==> config.mk <==
export PLATFORM = sky130hd
export DESIGN_NAME = prompt_admission_with_dedup
export DESIGN_NICKNAME = d
export VERILOG_FILES = /design/src/rtl/core/pad_pkg.sv /design/src/rtl/core/prompt_admission_with_dedup.sv /design/src/rtl/core/pad_ctrl.sv /design/src/rtl/core/pad_datapath.sv
export SDC_FILE = /design/constraint.sdc
export NUM_CORES = 1
export LEC_CHECK = 0
export ABC_CLOCK_PERIOD_IN_PS = 8400
export BUFFER_PORTS_ARGS = -buffer_cell sky130_fd_sc_hd__buf_2
export CAP_MARGIN = 20
export CORE_MARGIN = 4
export CORE_UTILIZATION = 50
export DETAILED_ROUTE_END_ITERATION = 10
export HOLD_SLACK_MARGIN = 0.02
export PLACE_DENSITY_LB_ADDON = 0.08
export RECOVER_POWER = 100
export SLEW_MARGIN = 30
export SYNTH_ARGS = -nofsm -noshare
export SYNTH_HDL_FRONTEND = slang
export SYNTH_SLANG_ARGS = --single-unit
==> constraint.sdc <==
create_clock -name clk -period 8.4 [get_ports clk]
set_input_delay 1.68 -clock clk [delete_from_list [all_inputs] [get_ports clk]]
set_output_delay 1.68 -clock clk [all_outputs]
set_load 0.1 [all_outputs]
==> src/rtl/core/pad_pkg.sv <==
package pad_pkg;

	// history and identifier sizing
	localparam int HISTORY_DEPTH = 8;
	localparam int ID_CAPACITY = 9;
	localparam int ID_BYTES = 8;

	// operation codes
	localparam logic [2:0] OP_BAND = 3'd0;
	localparam logic [2:0] OP_SCENE = 3'd1;
	localparam logic [2:0] OP_FINISH = 3'd2;
	localparam logic [2:0] OP_ERROR = 3'd3;
	localparam logic [2:0] OP_AVAIL = 3'd4;

	// status codes
	localparam logic [2:0] ST_EVENT = 3'd0;
	localparam logic [2:0] ST_QUEUED = 3'd1;
	localparam logic [2:0] ST_DUPLICATE = 3'd2;
	localparam logic [2:0] ST_SUPPRESSED = 3'd3;
	localparam logic [2:0] ST_REJECTED = 3'd4;
	localparam logic [2:0] ST_UNAVAILABLE = 3'd5;

	// band and scene codes
	localparam logic [1:0] BAND_UNKNOWN = 2'd3;
	localparam logic [7:0] SCENE_FIRST = 8'd4;
	localparam logic [7:0] SCENE_LAST = 8'd6;

	// identifier punctuation
	localparam logic [7:0] CH_COLON = 8'h3a;
	localparam logic [7:0] CH_UNDER = 8'h5f;
	localparam logic [7:0] CH_DASH = 8'h2d;

	// commands from controller to datapath
	typedef struct packed {
		logic load;
		logic eval;
	} cmd_t;

	// alphanumerics plus colon, underscore and hyphen
	function automatic logic char_ok(input logic [7:0] c);
		logic ok;
		ok = (c >= 8'h30 && c <= 8'h39) || (c >= 8'h41 && c <= 8'h5a) ||
			(c >= 8'h61 && c <= 8'h7a) || c == CH_COLON || c == CH_UNDER || c == CH_DASH;
		return ok;
	endfunction

endpackage

==> src/rtl/core/prompt_admission_with_dedup.sv <==
// timing: a transaction taken while idle is captured, then evaluated while busy is high;
// done rises with the registered result, and the receiver cannot stall it
// transactions are taken one at a time through the capture and evaluate steps
// of the controller; a new one is not taken while busy, which is high during the evaluate cycle only
// reset: arst_n clears history fill, playing track, availability and the controller
module prompt_admission_with_dedup #(
	parameter int HISTORY_DEPTH = pad_pkg::HISTORY_DEPTH
) (
	input  logic        clk,
	input  logic        arst_n,
	input  logic        start,
	output logic        busy,
	input  logic [2:0]  op,
	input  logic [1:0]  band,
	input  logic [7:0]  scene,
	input  logic [7:0]  track,
	input  logic [63:0] id_text,
	input  logic [3:0]  id_length,
	input  logic        avail_flag,
	output logic        done,
	output logic        accepted,
	output logic        duplicate,
	output logic [7:0]  result_track,
	output logic [2:0]  status,
	output logic        ready_res,
	output logic [7:0]  now_playing
);

	pad_pkg::cmd_t cmd;

	// sequencing
	pad_ctrl u_ctrl (
		.clk    (clk),
		.arst_n (arst_n),
		.start  (start),
		.busy   (busy),
		.done   (done),
		.cmd    (cmd)
	);

	// checks, history and player state
	pad_datapath #(
		.HISTORY_DEPTH (HISTORY_DEPTH)
	) u_dp (
		.clk          (clk),
		.arst_n       (arst_n),
		.cmd          (cmd),
		.op           (op),
		.band         (band),
		.scene        (scene),
		.track        (track),
		.id_text      (id_text),
		.id_length    (id_length),
		.avail_flag   (avail_flag),
		.accepted     (accepted),
		.duplicate    (duplicate),
		.result_track (result_track),
		.status       (status),
		.ready_res    (ready_res),
		.now_playing  (now_playing)
	);

endmodule

==> src/rtl/core/pad_ctrl.sv <==
module pad_ctrl (
	input  logic            clk,
	input  logic            arst_n,
	input  logic            start,
	output logic            busy,
	output logic            done,
	output pad_pkg::cmd_t   cmd
);

	typedef enum logic {
		S_IDLE,
		S_EVAL
	} state_t;

	state_t state_q;
	logic done_q;

	// state and result strobe
	always_ff @(posedge clk or negedge arst_n) begin
		if (!arst_n) begin
			state_q <= S_IDLE;
			done_q <= 1'b0;
		end else begin
			done_q <= 1'b0;
			case (state_q)
				S_IDLE: begin
					if (start) state_q <= S_EVAL;
				end
				S_EVAL: begin
					state_q <= S_IDLE;
					done_q <= 1'b1;
				end
				default: state_q <= S_IDLE;
			endcase
		end
	end

	// commands
	assign cmd.load = (state_q == S_IDLE) && start;
	assign cmd.eval = (state_q == S_EVAL);
	assign busy = (state_q == S_EVAL);
	assign done = done_q;

endmodule

==> src/rtl/core/pad_datapath.sv <==
module pad_datapath #(
	parameter int HISTORY_DEPTH = pad_pkg::HISTORY_DEPTH
) (
	input  logic            clk,
	input  logic            arst_n,
	input  pad_pkg::cmd_t   cmd,
	input  logic [2:0]      op,
	input  logic [1:0]      band,
	input  logic [7:0]      scene,
	input  logic [7:0]      track,
	input  logic [63:0]     id_text,
	input  logic [3:0]      id_length,
	input  logic            avail_flag,
	output logic            accepted,
	output logic            duplicate,
	output logic [7:0]      result_track,
	output logic [2:0]      status,
	output logic            ready_res,
	output logic [7:0]      now_playing
);

	localparam int FillW = $clog2(HISTORY_DEPTH + 1);

	// captured transaction
	logic [2:0]  op_s1;
	logic [7:0]  track_s1;
	logic [63:0] key_s1;
	logic        ok_s1;
	logic        flag_s1;

	// block state
	logic [63:0]      hist_q [HISTORY_DEPTH];
	logic [FillW-1:0] fill_q;
	logic [7:0]       playing_q;
	logic             avail_q;

	// result registers
	logic       acc_q;
	logic       dup_q;
	logic [7:0] rtrack_q;
	logic [2:0] status_q;

	// request check at capture
	logic        len_ok;
	logic        chars_ok;
	logic        track_ok;
	logic [63:0] key_d;

	always_comb begin
		len_ok = (id_length >= 4'd1) && (id_length <= 4'(pad_pkg::ID_CAPACITY - 1));
		chars_ok = 1'b1;
		key_d = '0;
		for (int i = 0; i < pad_pkg::ID_BYTES; i++) begin
			if (4'(i) < id_length) begin
				if (!pad_pkg::char_ok(id_text[63 - 8 * i -: 8])) chars_ok = 1'b0;
				key_d[63 - 8 * i -: 8] = id_text[63 - 8 * i -: 8];
			end
		end
		case (op)
			pad_pkg::OP_BAND:
				track_ok = (band != pad_pkg::BAND_UNKNOWN) && (track == ({6'd0, band} + 8'd1));
			pad_pkg::OP_SCENE:
				track_ok = (scene inside {[pad_pkg::SCENE_FIRST:pad_pkg::SCENE_LAST]}) &&
					(track == scene);
			default:
				track_ok = 1'b0;
		endcase
	end

	always_ff @(posedge clk) begin
		if (cmd.load) begin
			op_s1 <= op;
			track_s1 <= track;
			key_s1 <= key_d;
			ok_s1 <= track_ok && len_ok && chars_ok;
			flag_s1 <= avail_flag;
		end
	end

	// history lookup over filled entries
	logic hit;
	logic full;

	always_comb begin
		hit = 1'b0;
		for (int i = 0; i < HISTORY_DEPTH; i++) begin
			if (FillW'(i) < fill_q && hist_q[i] == key_s1) hit = 1'b1;
		end
	end

	assign full = (fill_q == FillW'(HISTORY_DEPTH));

	// decision
	logic       is_req;
	logic       commit;
	logic       acc_d;
	logic       dup_d;
	logic [7:0] rtrack_d;
	logic [2:0] status_d;
	logic [7:0] playing_d;
	logic       avail_d;

	always_comb begin
		is_req = (op_s1 == pad_pkg::OP_BAND) || (op_s1 == pad_pkg::OP_SCENE);
		commit = 1'b0;
		acc_d = 1'b0;
		dup_d = 1'b0;
		rtrack_d = 8'd0;
		status_d = pad_pkg::ST_EVENT;
		playing_d = playing_q;
		avail_d = avail_q;
		if (is_req) begin
			if (!ok_s1) begin
				status_d = pad_pkg::ST_REJECTED;
			end else begin
				rtrack_d = track_s1;
				if (hit) begin
					acc_d = 1'b1;
					dup_d = 1'b1;
					status_d = pad_pkg::ST_DUPLICATE;
				end else if (!avail_q) begin
					status_d = pad_pkg::ST_UNAVAILABLE;
				end else if (playing_q > track_s1) begin
					status_d = pad_pkg::ST_SUPPRESSED;
				end else begin
					commit = 1'b1;
					playing_d = track_s1;
					acc_d = 1'b1;
					status_d = pad_pkg::ST_QUEUED;
				end
			end
		end else begin
			case (op_s1)
				pad_pkg::OP_FINISH: begin
					if (playing_q == track_s1) playing_d = 8'd0;
				end
				pad_pkg::OP_ERROR: begin
					avail_d = 1'b0;
					playing_d = 8'd0;
				end
				pad_pkg::OP_AVAIL: begin
					avail_d = flag_s1;
					if (!flag_s1) playing_d = 8'd0;
				end
				default: begin
				end
			endcase
		end
	end

	// control state update
	always_ff @(posedge clk or negedge arst_n) begin
		if (!arst_n) begin
			fill_q <= '0;
			playing_q <= 8'd0;
			avail_q <= 1'b0;
		end else if (cmd.eval) begin
			playing_q <= playing_d;
			avail_q <= avail_d;
			if (commit && !full) fill_q <= fill_q + FillW'(1);
		end
	end

	// history entries: append while filling, shift down once full
	for (genvar g = 0; g < HISTORY_DEPTH; g++) begin : g_hist
		always_ff @(posedge clk) begin
			if (cmd.eval && commit) begin
				if (full) begin
					if (g == HISTORY_DEPTH - 1) hist_q[g] <= key_s1;
					else hist_q[g] <= hist_q[(g + 1) % HISTORY_DEPTH];
				end else if (fill_q == FillW'(g)) begin
					hist_q[g] <= key_s1;
				end
			end
		end
	end

	// result registers
	always_ff @(posedge clk) begin
		if (cmd.eval) begin
			acc_q <= acc_d;
			dup_q <= dup_d;
			rtrack_q <= rtrack_d;
			status_q <= status_d;
		end
	end

	assign accepted = acc_q;
	assign duplicate = dup_q;
	assign result_track = rtrack_q;
	assign status = status_q;
	assign ready_res = avail_q;
	assign now_playing = playing_q;

endmodule

==> results_dict.tcl <==
set metrics [dict create \
    status "finished with violations" \
    violations "max-capacitance violations, max-slew violations" \
    worst_pin_slew_ns 3.18 \
    combPwrFrac_pct 7.4 \
    hold_start "u_dp.now_playing[3]$_DFFE_PN0P_" \
    crit_path_end_kind "flop" \
    crit_path_max_incr_delay_ns 1.72 \
    firstDrtPassIters 6 \
    switching_share_pct 24.6 \
    cts_sinks 617 \
    area_growth_pct 8.32 \
    final_cell_area_sq_um 35200 \
    multi_input_area_sq_um 12500 \
    dp_cells 3122 \
    finish.utilization_pct 54.7 \
    fin_cells 3245 \
    timing.fmax_mhz 148 \
    row_count 93 \
    dieArea_sq_um 69200 \
    fp.dieW_um 263 \
    rr_endpoint "u_dp.hist_q[1][209]$_DFFE_PP_" \
    grt_max_degree 65 \
    p_int_w 0.00525 \
    nFillCells 5479 \
    power.density_nw_per_um2 198 \
    fin_crit_ns 6.77 \
    ys_seq_area_share_pct 56.7 \
    cts_buffers 71 \
    synth_flop_cell "edfxtp_1" \
    cts_max_level 3 \
    min_to "u_dp.now_playing[3]$_DFFE_PN0P_" \
    drive_gt1_share_pct 20.6 \
    cp_cell_sequence "clkbuf_1 -> xnor2_1 -> nand4_1 -> or4_1 -> o22ai_1 -> nor3_2 -> clkbuf_1 -> o21ai_0 -> buf_4 -> a21oi_1 -> buf_4" \
    yosysMostFrequentCell "edfxtp_1" \
    synth.largest_area_cell "edfxtp_1" \
    max_slew_margin_pct -112 \
    synth-edff-count 602 \
    crit_arrival_ns 6.98 \
    path_clk_slew_ns 0.05 \
    vias_per_cell 5.97 \
    detail_route.wl_per_cell_um 30.9 \
    crit_slowest_cell "a21oi_1" \
    ys_async_sr_fraction_pct 2.43 \
    grt_util_all_layers_pct 28.4 \
    cts_root_buf "clkbuf_16" \
    remaining_drc_errors 0 \
    coreArea_sq_um 64500 \
    postSynthNetCount 2389 \
    antenna_found_initial 3 \
    slew_viol_final 310 \
    hp-class "flop to flop" \
    synthTopCellsByArea "edfxtp_1 (56%), mux2_2 (9.9%), xnor2_1 (9.5%)" \
    cts_buffer_depth 3 \
    worstSkewPairLatency_ns 0.61 \
    hpwl_um 74600 \
    seqPwrFrac_pct 50.2 \
    cp_num_buf_inv 4 \
    postSynthAreaPerCell_sq_um 14.2 \
    finalWirelength_um 100000 \
    drt_iter0_markers 1871 \
    r2r_slack_ns 1.63 \
    antenna_left 0 \
    seq_area_sq_um 18500 \
    period_share_pct 80.6 \
    grt_pass1_vias 19500 \
    diodes 0 \
    cts_resized 0 \
    overflow 0 \
    p_switching_w 0.00172 \
    path_class "flop to flop" \
    path_delay_family "buffers and inverters" \
    ir_drop_mv 0.171 \
    start_util_pct 50.5 \
    worstHoldPathCells 1 \
    drv_cap 10 \
    grt_pass1_wl_um 143000 \
    gp_congestion 0.970 \
    synth_top_cell_area_share_pct 55.6 \
    setup_tns_ns 0 \
    nNetsFinal 2446 \
    die_h_um 263 \
    finClkSkew_ns 0.0336 \
    cp_max_fo 50 \
    p_leak_nw 11.6 \
    clkPwrFrac_pct 42.4 \
    rsz0062_at_grt "no" \
    cts_tree "built" \
    r2r_cells 11 \
    cp-start-kind "flop" \
    setup_violations 0 \
    hold_buffers 0 \
    synthTopCellsByCount "edfxtp_1 (602), xnor2_1 (354), mux2_2 (286), xor2_1 (140), buf_2 (128)" \
    port_buffers 116 \
    syn_inst 2284 \
    syn_area_sq_um 32500 \
    ys_types 66 \
    reg2reg_from "u_dp.key_s1[59]$_SDFFCE_PP0P_" \
    hold_violations 0 \
    cts_setup_buffers 0 \
    cp_data_required_time_ns 8.61 \
    ys_warn_count 0 \
    yosys_register_bits 617 \
    placed_area_sq_um 33600 \
    vias 19400 \
    io_pins 117 \
]
## cell type report
class	count	area share, %
Clock inverter	36	0.732
Tap cell	855	3.04
Sequential cell	617	52.4
Inverter	54	0.575
Clock buffer	86	5.38
Multi-Input combinational cell	1430	35.6
Timing Repair Buffer	167	2.34
## routing by layer
metal / GRT usage [%] / wire length [um] / share of wire, %
met5: 0 / 22 / 0.022
met2: 46.3 / 47400 / 47
met4: 13.1 / 5440 / 5.4
met3: 3.44 / 5970 / 6.0
met1: 38.4 / 41500 / 41
## worst max-delay path by stage
stage	slack, ns	endpoint	startpoint	depth (start not counted)
after CTS	3.00	u_dp.hist_q[0][0]$_DFFE_PP_	u_dp.key_s1[51]$_SDFFCE_PP0P_	10
after global routing	1.49	u_dp.hist_q[1][210]$_DFFE_PP_	u_dp.key_s1[10]$_SDFFCE_PP0P_	12
after detailed placement	3.02	u_dp.hist_q[0][0]$_DFFE_PP_	u_dp.key_s1[51]$_SDFFCE_PP0P_	10
final	1.63	u_dp.hist_q[1][209]$_DFFE_PP_	u_dp.key_s1[59]$_SDFFCE_PP0P_	11
after floorplan	0.45	u_dp.hist_q[0][100]$_DFFE_PP_	u_dp.now_playing[1]$_DFFE_PN0P_	11
after global placement	3.06	u_dp.hist_q[0][0]$_DFFE_PP_	u_dp.key_s1[55]$_SDFFCE_PP0P_	10
## flip-flops by register name (all words and copies together), names as in the netlist, 3 cells and up
register	cells
u_dp.hist_q	512
u_dp.key_s1	64
u_dp.now_playing	8
u_dp.result_track	8
u_dp.track_s1	8
u_dp.fill_q	4
u_dp.op_s1	3
u_dp.status	3
## cell usage in the layout (no fill, tap or decap), types with 5 or more instances in the layout
| master | Yosys | layout |
|---|---|---|
| mux2i_1 | 16 | 16 |
| nand3_1 | 18 | 17 |
| edfxtp_1 | 602 | 602 |
| buf_2 | 128 | 80 |
| clkinv_2 | 0 | 8 |
| inv_1 | 54 | 54 |
| clkbuf_16 | 0 | 73 |
| xnor2_1 | 354 | 354 |
| or4_1 | 6 | 6 |
| ha_1 | 12 | 12 |
| and2_0 | 0 | 15 |
| buf_4 | 22 | 12 |
| o21ai_0 | 17 | 13 |
| nand2_1 | 21 | 21 |
| clkbuf_1 | 7 | 78 |
| mux2_2 | 286 | 278 |
| inv_6 | 0 | 5 |
| nor3_1 | 14 | 14 |
| o22ai_1 | 16 | 17 |
| dfrtp_1 | 15 | 15 |
| clkinv_1 | 0 | 18 |
| nor2b_1 | 52 | 52 |
| o31ai_1 | 5 | 5 |
| a31oi_1 | 6 | 6 |
| a21oi_1 | 30 | 30 |
| nor4_1 | 62 | 61 |
| xor2_1 | 140 | 140 |
| nand4_1 | 98 | 98 |
| mux2_1 | 88 | 154 |
| o2bb2ai_1 | 9 | 9 |
| nor2_1 | 38 | 38 |
## per-stage QoR
stage               hold slack [ns]  setup slack (ns)  total power [W]
finish                        0.527              1.63          0.00697
global placement              0.509              3.06          0.00408
global route                  0.535              1.49          0.00717
CTS                           0.527              3.00          0.00702
detailed placement            0.513              3.02          0.00409
floorplan                     0.421             0.450          0.00386
## kinds of logic after synthesis
| family | after synthesis | synth area share (%) |
|---|---|---|
| compound gates | 123 | 2.61 |
| xor+xnor | 494 | 13.3 |
| fa+ha+maj | 12 | 0.462 |
| buf+inv | 237 | 4.28 |
| flops | 617 | 56.7 |
| mux | 450 | 16.2 |
| simple gates | 351 | 6.41 |
## power by group through the flow
stage / sequential [W] / clock, W / combinational (W)
after global placement: 0.00356 / 0 / 0.000525
after floorplan: 0.00353 / 0 / 0.000325
after detailed placement: 0.00356 / 0 / 0.000533
after global routing: 0.00350 / 0.00312 / 0.000544
final: 0.00350 / 0.00295 / 0.000514
after CTS: 0.00349 / 0.00299 / 0.000536
Power figures use the tool's default switching activity.
